File: src/rtl/sbae_pkg.sv
// ----------------------------------------------------------------------------
// sbae_pkg
// Shared widths, limits and the code-to-character map of the six-bit encoder.
// ----------------------------------------------------------------------------
`default_nettype none

package sbae_pkg;

  localparam int SAMPLE_W  = 32;
  localparam int MAG_W     = 29;  // saturated magnitude, two spare top bits
  localparam int CODE_W    = 6;
  localparam int ASCII_W   = 7;
  localparam int COL_W     = 7;
  localparam int MAX_CHARS = 6;
  localparam int CNT_W     = 3;
  localparam int GROUP_W   = 5;
  localparam int OUT_DATA_W = 16;

  localparam logic [MAG_W-1:0] MAG_MAX = MAG_W'(134217727);
  localparam logic [MAG_W-1:0] LIMIT_1 = MAG_W'(16);
  localparam logic [MAG_W-1:0] LIMIT_2 = MAG_W'(512);
  localparam logic [MAG_W-1:0] LIMIT_3 = MAG_W'(16384);
  localparam logic [MAG_W-1:0] LIMIT_4 = MAG_W'(524288);
  localparam logic [MAG_W-1:0] LIMIT_5 = MAG_W'(16777216);

  localparam logic [CODE_W-1:0]  CONT_BIT     = 6'd32;
  localparam logic [CODE_W-1:0]  SIGN_BIT     = 6'd16;
  localparam logic [ASCII_W-1:0] NEWLINE_CODE = 7'd10;

  typedef logic [CODE_W-1:0] code_t;
  typedef code_t [MAX_CHARS-1:0] code_vec_t;

  // Map a six-bit code onto the alphabet "+-0-9A-Za-z".
  function automatic logic [ASCII_W-1:0] to_ascii(input code_t code);
    logic [ASCII_W-1:0] c;
    c = {1'b0, code};
    if (code == 6'd0) begin
      to_ascii = 7'd43;
    end else if (code == 6'd1) begin
      to_ascii = 7'd45;
    end else if (code < 6'd12) begin
      to_ascii = c + 7'd46;
    end else if (code < 6'd38) begin
      to_ascii = c + 7'd53;
    end else begin
      to_ascii = c + 7'd59;
    end
  endfunction

endpackage

`default_nettype wire

File: src/rtl/six_bit_ascii_sample_encoder_top.sv
// ----------------------------------------------------------------------------
// six_bit_ascii_sample_encoder_top
// Turns signed samples into six-bit printable characters with line breaks.
// ----------------------------------------------------------------------------
//
//  channel | dir | tdata                         | tlast        | tuser
//  --------+-----+-------------------------------+--------------+------
//  s_*     | in  | [31:0] sample                 | final_sample | -
//  m_*     | out | [6:0] char_code, [13:7] pad   | last_of_run  | -
//
//  A sample leaves as 1 to 6 characters, plus one newline when the line
//  fills; the output register moves one character per cycle while m_tready
//  does not stall it. The next sample is taken in the cycle its
//  predecessor's last character is issued, so there is no gap between runs.
//  Reset (synchronous) empties both registers and sets the column to zero.
//  A stall on m_tready holds the output register and the sample in flight.
//
`default_nettype none

module six_bit_ascii_sample_encoder_top #(
  parameter int LINE_LENGTH = 80
) (
  input  wire logic                                clk,
  input  wire logic                                rst,
  input  wire logic                                s_tvalid,
  output logic                                     s_tready,
  input  wire logic [sbae_pkg::SAMPLE_W-1:0]       s_tdata,  // [31:0] sample
  input  wire logic                                s_tlast,  // final_sample
  output logic                                     m_tvalid,
  input  wire logic                                m_tready,
  output logic [sbae_pkg::OUT_DATA_W-1:0]          m_tdata,  // [6:0] char_code,
                                                             // [13:7] pad_blanks
  output logic                                     m_tlast   // last_of_run
);

  localparam logic [sbae_pkg::COL_W-1:0] LINE_LEN = sbae_pkg::COL_W'(LINE_LENGTH);

  // ---------------------------------------------------------------------
  // Front end: sign/magnitude, saturation, character count and codes.
  // ---------------------------------------------------------------------
  logic                                neg;
  logic [sbae_pkg::SAMPLE_W-1:0]       raw_mag;
  logic [sbae_pkg::MAG_W-1:0]          mag;
  logic [sbae_pkg::CNT_W-1:0]          nchars;
  sbae_pkg::code_vec_t                 codes_in;
  logic [sbae_pkg::GROUP_W-1:0]        groups [sbae_pkg::MAX_CHARS];

  always_comb begin
    neg     = s_tdata[sbae_pkg::SAMPLE_W-1];
    raw_mag = neg ? (~s_tdata + 32'd1) : s_tdata;
    // The most negative sample wraps to 2^31 and saturates too.
    if (raw_mag > {{(sbae_pkg::SAMPLE_W-sbae_pkg::MAG_W){1'b0}}, sbae_pkg::MAG_MAX}) begin
      mag = sbae_pkg::MAG_MAX;
    end else begin
      mag = raw_mag[sbae_pkg::MAG_W-1:0];
    end

    if (mag < sbae_pkg::LIMIT_1) begin
      nchars = 3'd1;
    end else if (mag < sbae_pkg::LIMIT_2) begin
      nchars = 3'd2;
    end else if (mag < sbae_pkg::LIMIT_3) begin
      nchars = 3'd3;
    end else if (mag < sbae_pkg::LIMIT_4) begin
      nchars = 3'd4;
    end else if (mag < sbae_pkg::LIMIT_5) begin
      nchars = 3'd5;
    end else begin
      nchars = 3'd6;
    end
  end

  // Five-bit groups, least significant first.
  for (genvar g = 0; g < sbae_pkg::MAX_CHARS - 1; g++) begin : g_groups
    assign groups[g] = mag[g*sbae_pkg::GROUP_W +: sbae_pkg::GROUP_W];
  end
  assign groups[sbae_pkg::MAX_CHARS-1] =
    {1'b0, mag[sbae_pkg::MAG_W-1:(sbae_pkg::MAX_CHARS-1)*sbae_pkg::GROUP_W]};

  // Codes sent first sit in slot 0; slot i carries group nchars-1-i.
  always_comb begin
    for (int i = 0; i < sbae_pkg::MAX_CHARS; i++) begin
      logic [sbae_pkg::CNT_W-1:0] gi;
      gi = nchars - 3'd1 - sbae_pkg::CNT_W'(i);
      codes_in[i] = '0;
      if (sbae_pkg::CNT_W'(i) < nchars) begin
        codes_in[i] = {1'b0, groups[gi]};
        if (sbae_pkg::CNT_W'(i) != nchars - 3'd1) begin
          codes_in[i] = codes_in[i] | sbae_pkg::CONT_BIT;
        end
        if (i == 0 && neg) begin
          codes_in[i] = codes_in[i] | sbae_pkg::SIGN_BIT;
        end
      end
    end
  end

  // ---------------------------------------------------------------------
  // Sample register: codes still to send, count left, final flag.
  // ---------------------------------------------------------------------
  logic                          hold_valid;
  sbae_pkg::code_vec_t           codes;
  logic [sbae_pkg::CNT_W-1:0]    left;
  logic                          final_flag;
  logic [sbae_pkg::COL_W-1:0]    column;

  logic                          out_free;
  logic                          emit;
  logic                          newline;
  logic                          release_item;
  logic [sbae_pkg::COL_W-1:0]    col_inc;
  logic [sbae_pkg::COL_W-1:0]    pad;

  always_comb begin
    out_free     = !m_tvalid || m_tready;
    emit         = hold_valid && out_free;
    newline      = column >= LINE_LEN;
    release_item = emit && !newline && (left == 3'd1);
    s_tready     = !hold_valid || release_item;
    col_inc      = column + 7'd1;
    pad          = (col_inc >= LINE_LEN) ? '0 : LINE_LEN - col_inc;
  end

  always_ff @(posedge clk) begin
    if (rst) begin
      hold_valid <= 1'b0;
      column     <= '0;
      m_tvalid   <= 1'b0;
    end else begin
      // Step the column per character; newline or stream end clears it.
      if (emit) begin
        if (newline) begin
          column <= '0;
        end else if (left == 3'd1 && final_flag) begin
          column <= '0;
        end else begin
          column <= col_inc;
        end
      end

      if (s_tvalid && s_tready) begin
        hold_valid <= 1'b1;
      end else if (release_item) begin
        hold_valid <= 1'b0;
      end

      if (emit) begin
        m_tvalid <= 1'b1;
      end else if (m_tready) begin
        m_tvalid <= 1'b0;
      end
    end
  end

  // Payload registers.
  always_ff @(posedge clk) begin
    if (s_tvalid && s_tready) begin
      codes      <= codes_in;
      left       <= nchars;
      final_flag <= s_tlast;
    end else if (emit && !newline) begin
      for (int i = 0; i < sbae_pkg::MAX_CHARS - 1; i++) begin
        codes[i] <= codes[i+1];
      end
      codes[sbae_pkg::MAX_CHARS-1] <= '0;
      left <= left - 3'd1;
    end

    if (emit) begin
      if (newline) begin
        m_tdata <= {2'b00, 7'd0, sbae_pkg::NEWLINE_CODE};
        m_tlast <= 1'b0;
      end else begin
        m_tlast <= (left == 3'd1);
        m_tdata <= {2'b00,
                    (left == 3'd1 && final_flag) ? pad : 7'd0,
                    sbae_pkg::to_ascii(codes[0])};
      end
    end
  end

endmodule

`default_nettype wire

File: config.mk
export PLATFORM = sky130hd
export DESIGN_NAME = six_bit_ascii_sample_encoder_top
export DESIGN_NICKNAME = d
export VERILOG_FILES = /design/src/rtl/sbae_pkg.sv /design/src/rtl/six_bit_ascii_sample_encoder_top.sv
export SDC_FILE = /design/constraint.sdc
export NUM_CORES = 1
export LEC_CHECK = 0
export BUFFER_PORTS_ARGS = -buffer_cell sky130_fd_sc_hd__buf_2
export CORE_MARGIN = 1
export CORE_UTILIZATION = 29
export CTS_CLUSTER_SIZE = 24
export DETAILED_ROUTE_END_ITERATION = 8
export SLEW_MARGIN = 10
export SYNTH_ARGS = -nofsm -noshare
export SYNTH_HDL_FRONTEND = slang
export SYNTH_SLANG_ARGS = --single-unit
File: constraint.sdc
create_clock -name clk -period 5.9 [get_ports clk]
set_input_delay 0 -clock clk [delete_from_list [all_inputs] [get_ports clk]]
set_output_delay 0 -clock clk [all_outputs]
set_load 0.03 [all_outputs]
==> flow_summary_export.csv, run 1 <==
group,metric,value,unit
logic_synthesis,synth_top_area_share,0.318,
setup_path,crit_cells,18,
timing,fin_crit,4660,ps
logic_synthesis,synth_common_cells,"63 x nor2_1, 61 x nand2_1, 55 x edfxtp_1",
detailed_routing,first_pass_iters,6,
layout,fin_util,0.346,
clock_tree,max-clock-path-buffers,2,
setup_path,worstPathRequired,5990,ps
placed_design,gp_congestion,0.915,
timing,clock_skew,3.87,ps
run,drv_cap,0,
timing,slew_headroom,0.268,
detailed_routing,postRouteAntennaNets,0,
logic_synthesis,synth_warnings,0,
logic_synthesis,synth_edf_count,55,
setup_path,path_class,"in -> reg",
logic_synthesis,yosysMostFrequentCell,"nor2_1",
floorplan,io_pins,56,
grt,antenna_found_initial,0,
layout,nets,696,
logic_synthesis,synthTopCellsByArea,"edfxtp_1 32%, nor2_1 4.5%, nand2_1 4.4%",
setup_path,crit_path_start,"s_tdata[0]",
logic_synthesis,yosysTopAreaCell,"edfxtp_1",
grt,grt_overflow,0,
clock_tree,htree_num_levels,3,
placed_design,io_buffer_count,53,
logic_synthesis,yosys_register_bits,64,
floorplan,die_w,136,µm
placed_design,pre_cts_slack,991,ps
floorplan,num_rows,48,
clock_tree,hold_buffers,5,
detailed_routing,vias,4801,
setup_path,end_kind,"register",
clock_tree,cts_tree,"done",
setup_path,r2r-end,"codes[21]$_DFFE_PP_",
layout,instances_no_fill,875,
grt,grt_pass1_wl,22900,µm
grt,grt_max_degree,45,
grt,grt_usage,0.159,
clock_tree,cts-resized-gates,0,
clock_tree,cts_buffers,9,
pwr,p_leak,2.29,nW
detailed_routing,route.detailed.drc,0,
setup_path,crit_top_cell,"ha_1",
logic_synthesis,syn_area,5200,µm²
grt,grt_pass1_vias,4318,
logic_synthesis,syn_inst,599,
setup_path,r2r_cells,12,
layout,final_layout_size_suffix_gt1_frac,0.162,
placed_design,place_area,5670,µm²
pwr,ir_worst_vdd,132,µV
logic_synthesis,synth_cell_types,74,
layout,area_growth_syn_to_layout,15.8,%
setup_path,critical_path_arrival,4740,ps
timing,max_freq,215,MHz
detailed_routing,routed_via_density,5.49,
logic_synthesis,ys.flop_type,"edfxtp_1",
timing,rsz0062_at_grt,"false",
detailed_routing,drt_iter0_drc,362,
floorplan,dieArea,18500,µm²
timing,finalHoldViolCount,0,
setup_path,reg2reg_from,"m_tvalid$_SDFFE_PP0P_",
timing,setup_ws,1240,ps
setup_path,worstSetupEndpoint,"codes[18]$_DFFE_PP_",
setup_path,path_delay_family,"simple AND/OR/NAND/NOR gates",
detailed_routing,wirelength,14400,µm
clock_tree,clock-sinks,64,
timing,setup_viol,0,
placed_design,placed_cells,854,
logic_synthesis,synth-async-reset-ratio,0,
timing,finalCritPeriodShare,0.789,
setup_path,crit_buf_inv,4,
run_status,run_status,"finished clean",
setup_path,worst_path_largest_cell_delay,510,ps
floorplan,dieHeight,136,µm
timing,slew_viol_final,0,
clock_tree,cts.clk_slew.worst_paths,60,ps
placed_design,hpwl,10700,µm
clock_tree,cts-root-buf,"clkbuf_16",
layout,final_cell_area,6020,µm²
layout,antenna-diode-count,0,
clock_tree,post_cts_buffers,0,
setup_path,cpMaxStageDelayCell,"or3b_2",
clock_tree,clock_latency,330,ps
setup_path,critPathLaunchType,"input port",
floorplan,start_util,0.298,
pwr,powerDensity,239,nW/µm²
hold_path,worstHoldPathType,"in -> reg",
detailed_routing,wl_per_cell,16.4,µm
setup_path,regToRegSetupSlack,2330,ps
timing,fin_tns_setup,0,ps
setup_path,worstPathMaxFanout,15,
floorplan,fp.coreArea,17400,µm²
setup_path,path_cells,"buf_2, inv_1, ha_1, or3b_2, or4_1, or4_1, a211oi_1, o2111ai_1, a311oi_1, or2_1, inv_2, ha_1, xnor2_2, inv_2, ha_1, nor4_1, a221oi_1, a22o_1",
logic_synthesis,synth.avg_cell_area,8.68,µm²
timing,tightestPinTransition,1090,ps
logic_synthesis,yosysSeqAreaShare,0.352,
[worst min-delay path, stage by stage]
cell	delay, ps
buf_2	160
xor2_1	80
nand2_1	100
a32oi_1	100
nand2_1	70
[flip-flops by register name (all words and copies together) (netlist names)]
| name | cells |
|---|---|
| codes | 36 |
| left | 3 |
| m_tvalid | 1 |
| m_tlast | 1 |
| m_tdata | 14 |
| column | 7 |
| final_flag | 1 |
| hold_valid | 1 |
[through the flow]
stage               power [mW]  hold WS, ps
finish                    1.44          284
CTS                       1.45          259
detailed placement       0.899          186
floorplan                0.805         98.9
global route              1.50          314
global placement         0.895          196
[power by group]
group | switching (mW) | leakage (nW) | total [mW] | internal [mW]
Sequential | 0.0202 | 0.606 | 0.577 | 0.557
Clock | 0.212 | 0.139 | 0.543 | 0.330
Combinational | 0.201 | 1.54 | 0.316 | 0.115
[area by class of cell]
type	count	area [µm²]
clock buffers	9	225
clock inverters	7	78.8
fillers	1820	11400
inverters	22	82.6
multi-input cells	479	3120
flip-flops and latches	64	1830
well taps	225	282
repair buffers	69	398
[placed cells by master (no fill, tap or decap), types with 7 or more instances in the layout]
master / Yosys / layout
nor2_1: 63 / 63
a21oi_1: 34 / 34
nor4_1: 8 / 8
xnor2_1: 19 / 19
nand4_1: 10 / 10
or3_1: 7 / 7
dfxtp_1: 9 / 9
a21o_1: 7 / 7
mux2i_1: 13 / 13
o211ai_1: 7 / 7
buf_2: 8 / 53
and2_1: 7 / 7
nor3_1: 17 / 17
ha_1: 13 / 13
a221o_1: 8 / 8
o31ai_1: 19 / 19
inv_1: 18 / 18
nand3_1: 20 / 20
o21ai_0: 25 / 25
clkbuf_16: 0 / 9
edfxtp_1: 55 / 55
xor2_1: 26 / 26
buf_4: 2 / 11
a31oi_1: 10 / 10
nand2_1: 61 / 61
[per-layer routing]
layer,vias to the layer above,wire (µm),share of wire,global-route usage
met5,-,0,0,0
met4,0,280,0.019,0.0599
met3,21,915,0.064,0.0246
met2,191,6580,0.46,0.256
met1,2242,6590,0.46,0.212
li1,2347,-,-,-
[worst min path at each step]
| stage | start | endpoint | slack, ps | cells after the start |
|---|---|---|---|---|
| after floorplan | s_tlast | final_flag$_DFFE_PP_ | 100 | 0 |
| after global placement | s_tlast | final_flag$_DFFE_PP_ | 200 | 1 |
| after detailed placement | s_tlast | final_flag$_DFFE_PP_ | 190 | 1 |
| after CTS | s_tdata[24] | codes[22]$_DFFE_PP_ | 260 | 5 |
| after global routing | s_tdata[24] | codes[22]$_DFFE_PP_ | 310 | 5 |
| final | s_tdata[24] | codes[22]$_DFFE_PP_ | 280 | 5 |
[cells by family (layout without fill, tap and decap cells)]
| group | after synthesis | in the layout | synth area share |
|---|---|---|---|
| other | 1 | 2 | 0.000721 |
| muxes | 18 | 18 | 0.0407 |
| and+or+nand+nor | 237 | 237 | 0.230 |
| xor gates and xnor gates | 48 | 48 | 0.0852 |
| AOI/OAI and AO/OA | 160 | 160 | 0.209 |
| adders and majority gates | 14 | 14 | 0.0351 |
| DFF | 64 | 64 | 0.352 |
| buffers and inverters | 57 | 107 | 0.0474 |
Note: power is estimated with default switching activity, not from simulation.
==> run 2: changes to the inputs <==
clock period = 4.8 ns   (was 5.9 ns; I/O delays follow)
==> run 2 against run 1 <==
Net effect: worst setup slack lost 690 ps; via count shrank 0.21%; cell count grew 1.4%; register-to-register slack lost 770 ps; utilization grew 0.88 points; clock-buffer cell count grew 1; first-iteration DRC count grew 2.8%; clock skew grew 0.95 ps; wire length shrank 1.0%; critical path depth is the same; flip-flop and latch count is the same; sequential share of layout area shrank 0.75 points; critical endpoint unchanged; largest cell class unchanged.
==> flow_summary_export.csv, run 2 (synthesized netlist as in run 1, its figures left out) <==
group,metric,value,unit
layout,final_cell_area,6170,µm²
timing,slew_headroom,0.299,
layout,antenna-diode-count,0,
placed_design,hpwl,10800,µm
grt,grt_overflow,0,
layout,largestRegisters,"codes x36, m_tdata x14, column x7",
placed_design,gp_congestion,0.863,
timing,finalHoldViolCount,0,
hold_path,hp-start,"s_tdata[24]",
setup_path,critPathLaunchType,"input port",
setup_path,regToRegSetupSlack,1560,ps
layout,largest-register,"codes",
floorplan,dieHeight,136,µm
placed_design,io_buffer_count,53,
detailed_routing,drt_iter0_drc,372,
hold_path,min_path_cells,5,
grt,grt_max_degree,45,
clock_tree,htree_num_levels,3,
layout,layout_commonest_cell,"nor2_1",
pwr,powerDensity,300,nW/µm²
detailed_routing,postRouteAntennaNets,0,
hold_path,worstHoldPathType,"in -> reg",
timing,fin_tns_setup,0,ps
clock_tree,cts_tree,"done",
timing,tightestPinTransition,1050,ps
setup_path,end_kind,"register",
setup_path,cpMaxStageDelayCell,"or3b_2",
grt,antenna_found_initial,0,
placed_design,place_area,5790,µm²
clock_tree,clock-sinks,64,
hold_path,holdPathEnd,"codes[22]$_DFFE_PP_",
pwr,p_leak,2.38,nW
layout,fin_util,0.355,
setup_path,critical_path_arrival,4330,ps
layout,final_cell_mix,"63 x nor2_1, 61 x nand2_1, 55 x edfxtp_1",
floorplan,die_w,136,µm
timing,finalCritPeriodShare,0.883,
run_status,run_status,"finished clean",
clock_tree,cts-root-buf,"clkbuf_16",
detailed_routing,wirelength,14200,µm
setup_path,path_delay_family,"simple AND/OR/NAND/NOR gates",
detailed_routing,first_pass_iters,5,
setup_path,worstPathMaxFanout,8,
layout,area_growth_syn_to_layout,18.8,%
clock_tree,clock_latency,330,ps
timing,max_freq,236,MHz
setup_path,crit_buf_inv,4,
setup_path,r2r-end,"codes[21]$_DFFE_PP_",
clock_tree,max-clock-path-buffers,2,
floorplan,num_rows,48,
clock_tree,cts_buffers,9,
detailed_routing,routed_via_density,5.40,
timing,clock_skew,4.83,ps
run,drv_cap,0,
pwr,ir_worst_vdd,229,µV
timing,fin_crit,4240,ps
detailed_routing,wl_per_cell,16.0,µm
timing,hold_ws,308,ps
detailed_routing,vias,4791,
detailed_routing,route.detailed.drc,0,
grt,grt_usage,0.161,
clock_tree,cts.clk_slew.worst_paths,50,ps
setup_path,path_cells,"buf_2, inv_1, ha_1, or3b_2, or4_1, or4_1, a211oi_1, o2111ai_1, buf_4, a21o_1, a21o_1, ha_4, xnor2_4, inv_2, ha_1, nor3_1, a221oi_1, a22o_1",
timing,setup_ws,560,ps
floorplan,dieArea,18500,µm²
setup_path,r2r_cells,13,
clock_tree,post_cts_buffers,0,
setup_path,worstPathRequired,4890,ps
grt,grt_pass1_wl,23200,µm
floorplan,start_util,0.298,
layout,nets,708,
timing,setup_viol,0,
setup_path,reg2reg_from,"m_tvalid$_SDFFE_PP0P_",
floorplan,fp.coreArea,17400,µm²
timing,slew_viol_final,0,
placed_design,pre_cts_slack,305,ps
setup_path,path_class,"in -> reg",
layout,final_layout_size_suffix_gt1_frac,0.175,
timing,rsz0062_at_grt,"false",
grt,grt_pass1_vias,4454,
layout,largest_reg_flops,36,
setup_path,worst_path_largest_cell_delay,530,ps
floorplan,io_pins,56,
## run 2: cell count changes in the layout (fill, tap and decap cells not counted), sizes merged
cell	before	now
clkinv	1	2
clkbuf	9	10
bufinv	1	3
buf	64	76
clkinvlp	3	0
inv	24	23
## run 2: per-stage QoR
step | instances | total power [mW]
finish | 887 | 1.85
global route | 887 | 1.94
CTS | 887 | 1.87
detailed placement | 866 | 1.11
global placement | 866 | 1.11
floorplan | 600 | 0.990
## run 2: worst register-to-register path, stage by stage (launching register included)
cell and delay, ps:
dfxtp_1 300, nand2b_1 80, nand2_1 160, inv_1 90, buf_4 230, nand2_1 140, o21ai_0 310, nand2_1 90
buf_4 270, inv_1 460, nand2_1 340, nor2_1 280, o221ai_1 170, o311ai_0 120
## run 2: area by class of cell
class                   instances  area (µm²)
clock buffers                  10         229
clock inverters                 6         108
fillers                      1808       11200
inverters                      22        82.6
multi-input cells             479        3150
flip-flops and latches         64        1830
well taps                     225         282
repair buffers                 81         488
## run 2: worst max-delay path by stage
stage | from | endpoint | slack, ps | cells past startpoint
after floorplan | s_tdata[18] | codes[18]$_DFFE_PP_ | 30 | 21
after global placement | s_tdata[0] | codes[18]$_DFFE_PP_ | 320 | 18
after detailed placement | s_tdata[0] | codes[18]$_DFFE_PP_ | 300 | 18
after CTS | s_tdata[0] | codes[18]$_DFFE_PP_ | 640 | 18
after global routing | s_tdata[0] | codes[18]$_DFFE_PP_ | 270 | 18
final | s_tdata[0] | codes[18]$_DFFE_PP_ | 560 | 18
## run 2: timing repair
action | in CTS | in global routing
endpoints found under the hold margin | 10 | 0
gates resized for setup | 0 | 0
hold buffers | 5 | 0
## run 2: metal layers
layer  part of all wire  wire, µm  vias to the layer above  global-route usage
met4              0.031       447                        0              0.0778
met5                  0         0                        -                   0
li1                   -         -                     2359                   -
met3              0.064       911                       39              0.0309
met1               0.46      6530                     2187               0.216
met2               0.44      6330                      206               0.247
## run 2: power breakdown
group	internal, mW	total, mW	switching (mW)
Combinational	0.145	0.393	0.247
Clock	0.506	0.750	0.244
Sequential	0.685	0.710	0.0249
Total	1.34	1.85	0.517
==> run 3: changes to the inputs <==
ABC_AREA = 1   (was default)
==> run 3 against run 2 <==
Net effect: clock-buffer cell count grew 1; synthesized cell count grew 40%; register-to-register slack lost 390 ps; critical path depth grew 7; hold slack lost 58 ps; sequential power is essentially flat; critical endpoint is now codes[30]$_SDFFCE_PP0P_.
==> flow_summary_export.csv, run 3 <==
group,metric,value,unit
detailed_routing,postRouteAntennaNets,0,
setup_path,r2r_cells,14,
floorplan,dieHeight,141,µm
clock_tree,htree_num_levels,3,
timing,finalHoldViolCount,0,
pwr,powerDensity,272,nW/µm²
logic_synthesis,synth.avg_cell_area,6.64,µm²
logic_synthesis,synthTopCellsByArea,"edfxtp_1 30%, nand2_1 20%, nand3_1 8.5%",
placed_design,pre_cts_slack,591,ps
run_status,run_status,"finished clean",
timing,clock_skew,4.70,ps
detailed_routing,route.detailed.drc,0,
pwr,ir_worst_vdd,176,µV
grt,grt_overflow,0,
timing,fin_tns_setup,0,ps
logic_synthesis,synth_common_cells,"297 x nand2_1, 94 x nand3_1, 92 x inv_1",
clock_tree,max-clock-path-buffers,2,
clock_tree,post_cts_buffers,0,
clock_tree,cts_buffers,9,
pwr,combPwrFrac,0.226,
timing,tightestPinTransition,632,ps
clock_tree,cts-root-buf,"clkbuf_16",
timing,slew_headroom,0.574,
timing,finalCritPeriodShare,0.815,
setup_path,critical_path_arrival,4110,ps
run,drv_cap,0,
setup_path,crit_path_start,"s_tdata[0]",
setup_path,worstPathMaxFanout,39,
detailed_routing,wl_per_cell,13.3,µm
logic_synthesis,yosysTopAreaCell,"edfxtp_1",
logic_synthesis,synth_cell_types,44,
logic_synthesis,yosysSeqAreaShare,0.329,
hold_path,min_path_cells,4,
detailed_routing,vias,5445,
setup_path,reg2reg_from,"m_tvalid$_SDFFE_PP0P_",
logic_synthesis,synth-async-reset-ratio,0,
placed_design,io_buffer_count,53,
setup_path,worstPathRequired,5000,ps
hold_path,hp-start,"s_tvalid",
pwr,sequentialPowerShare,0.408,
timing,setup_viol,0,
layout,layout_commonest_cell,"nand2_1",
floorplan,fp.coreArea,18800,µm²
logic_synthesis,syn_area,5570,µm²
logic_synthesis,yosys_register_bits,64,
placed_design,hpwl,11900,µm
logic_synthesis,synth_edf_count,55,
floorplan,io_pins,56,
layout,largest_reg_flops,36,
layout,largestRegisters,"codes x36, m_tdata x14, column x7",
clock_tree,cts_tree,"done",
clock_tree,cts.clk_slew.worst_paths,60,ps
grt,grt_usage,0.157,
layout,area_growth_syn_to_layout,14.7,%
detailed_routing,routed_via_density,4.83,
timing,setup_ws,889,ps
timing,max_freq,256,MHz
setup_path,r2r-end,"codes[7]$_DFFE_PP_",
logic_synthesis,syn_inst,838,
layout,largest-register,"codes",
clock_tree,cts-resized-gates,0,
pwr,p_leak,3.19,nW
setup_path,regToRegSetupSlack,1170,ps
layout,final_layout_size_suffix_gt1_frac,0.129,
floorplan,die_w,141,µm
logic_synthesis,synth_warnings,0,
grt,grt_max_degree,42,
pwr,p_clk_frac,0.366,
timing,slew_viol_final,0,
grt,antenna_found_initial,0,
clock_tree,clock-sinks,64,
floorplan,dieArea,19700,µm²
detailed_routing,wirelength,15100,µm
floorplan,num_rows,50,
placed_design,gp_congestion,0.921,
setup_path,worstSetupEndpoint,"codes[30]$_SDFFCE_PP0P_",
logic_synthesis,ys.flop_type,"edfxtp_1",
timing,fin_crit,3910,ps
grt,grt_pass1_wl,24800,µm
logic_synthesis,synth_top_area_share,0.297,
timing,rsz0062_at_grt,"false",
pwr,p_int,1.21,mW
detailed_routing,drt_iter0_drc,430,
grt,grt_pass1_vias,5005,
layout,antenna-diode-count,0,
detailed_routing,first_pass_iters,5,
pwr,switchingPower,0.526,mW
clock_tree,clock_latency,320,ps
floorplan,start_util,0.297,
setup_path,path_class,"in -> reg",
layout,nets,940,
setup_path,critPathLaunchType,"input port",
pwr,switching_share,0.303,
logic_synthesis,yosysMostFrequentCell,"nand2_1",
hold_path,worstHoldPathType,"in -> reg",
layout,final_cell_mix,"297 x nand2_1, 94 x nand3_1, 92 x inv_1",
setup_path,end_kind,"register",
run 3: cell types whose count changed in the layout (fill, tap and decap cells not counted), moves of 13 or more:
cell     delta
nand3_1    +74
inv_1      +74
mux2i_1    -13
nand2_1   +236
buf_4      -16
o31ai_1    -18
run 3: per-stage QoR:
step	cells	hold WS, ps	power, mW	instance area [µm²]	utilization
floorplan	839	98.9	0.999	5570	-
global placement	1108	202	1.11	6050	0.322
detailed placement	1108	206	1.11	6050	0.322
CTS	1128	255	1.76	6380	0.340
global route	1128	284	1.83	6380	0.340
finish	1128	250	1.74	6380	0.340
run 3: per-layer routing:
metal / GRT usage / part of all wire / vias to the layer above
met5: 0 / 0 / -
met4: 0.0366 / 0.011 / 0
met3: 0.0277 / 0.054 / 12
met2: 0.255 / 0.46 / 159
met1: 0.216 / 0.48 / 2454
li1: - / - / 2820
run 3: cell families (layout without fill, tap and decap cells):
logic type / Yosys count / count (layout) / share of synthesized area
adder cells (fa/ha/maj): 14 / 14 / 0.0328
XOR/XNOR: 28 / 28 / 0.0454
AO/OA/AOI/OAI: 82 / 82 / 0.0791
buffers and inverters: 126 / 181 / 0.0920
flip-flops: 64 / 64 / 0.329
other: 1 / 2 / 0.000674
AND/OR/NAND/NOR: 523 / 523 / 0.421
run 3: power groups by stage:
stage,Sequential (mW),Combinational (mW),Clock (mW)
2_1_floorplan,0.744,0.255,0
3_3_place_gp,0.720,0.390,0
3_5_place_dp,0.721,0.392,0
4_1_cts,0.710,0.396,0.652
5_1_grt,0.716,0.445,0.674
6_report,0.710,0.393,0.636
run 3: how the worst min path moves through the flow:
stage                               to  slack, ps
6_report       hold_valid$_SDFFE_PP0P_        250
5_1_grt        hold_valid$_SDFFE_PP0P_        280
4_1_cts        hold_valid$_SDFFE_PP0P_        250
3_5_place_dp      final_flag$_DFFE_PP_        210
3_3_place_gp      final_flag$_DFFE_PP_        200
2_1_floorplan     final_flag$_DFFE_PP_        100
run 3: critical path, stage by stage:
cell and delay (ps):
buf_2 130, inv_1 70, ha_1 210, nand3_2 110, nand2_2 130, nand2_4 90, nor2_4 170, nand2_1 90
nand2_2 70, inv_1 40, nor2_1 230, nand4_1 210, nor2_2 250, nand4_4 350, nand2_4 160, buf_4 380
clkinv_2 240, ha_1 250, inv_1 60, nand2_1 40, nand2_1 330, inv_2 160, a21oi_1 170, nand2_1 80
inv_1 60
run 3: cell type report:
| cell class | count | area, µm² |
|---|---|---|
| Fill cell | 2072 | 12400 |
| Inverter | 101 | 380 |
| Tap cell | 234 | 293 |
| Clock buffer | 11 | 264 |
| Sequential cell | 64 | 1830 |
| Timing Repair Buffer | 64 | 358 |
| Clock inverter | 5 | 32.5 |
| Multi-Input combinational cell | 649 | 3230 |
run 3: what timing repair did:
action	CTS	global route
hold buffers	4	0
endpoints found under the setup margin	0	0
endpoints found under the hold margin	10	0
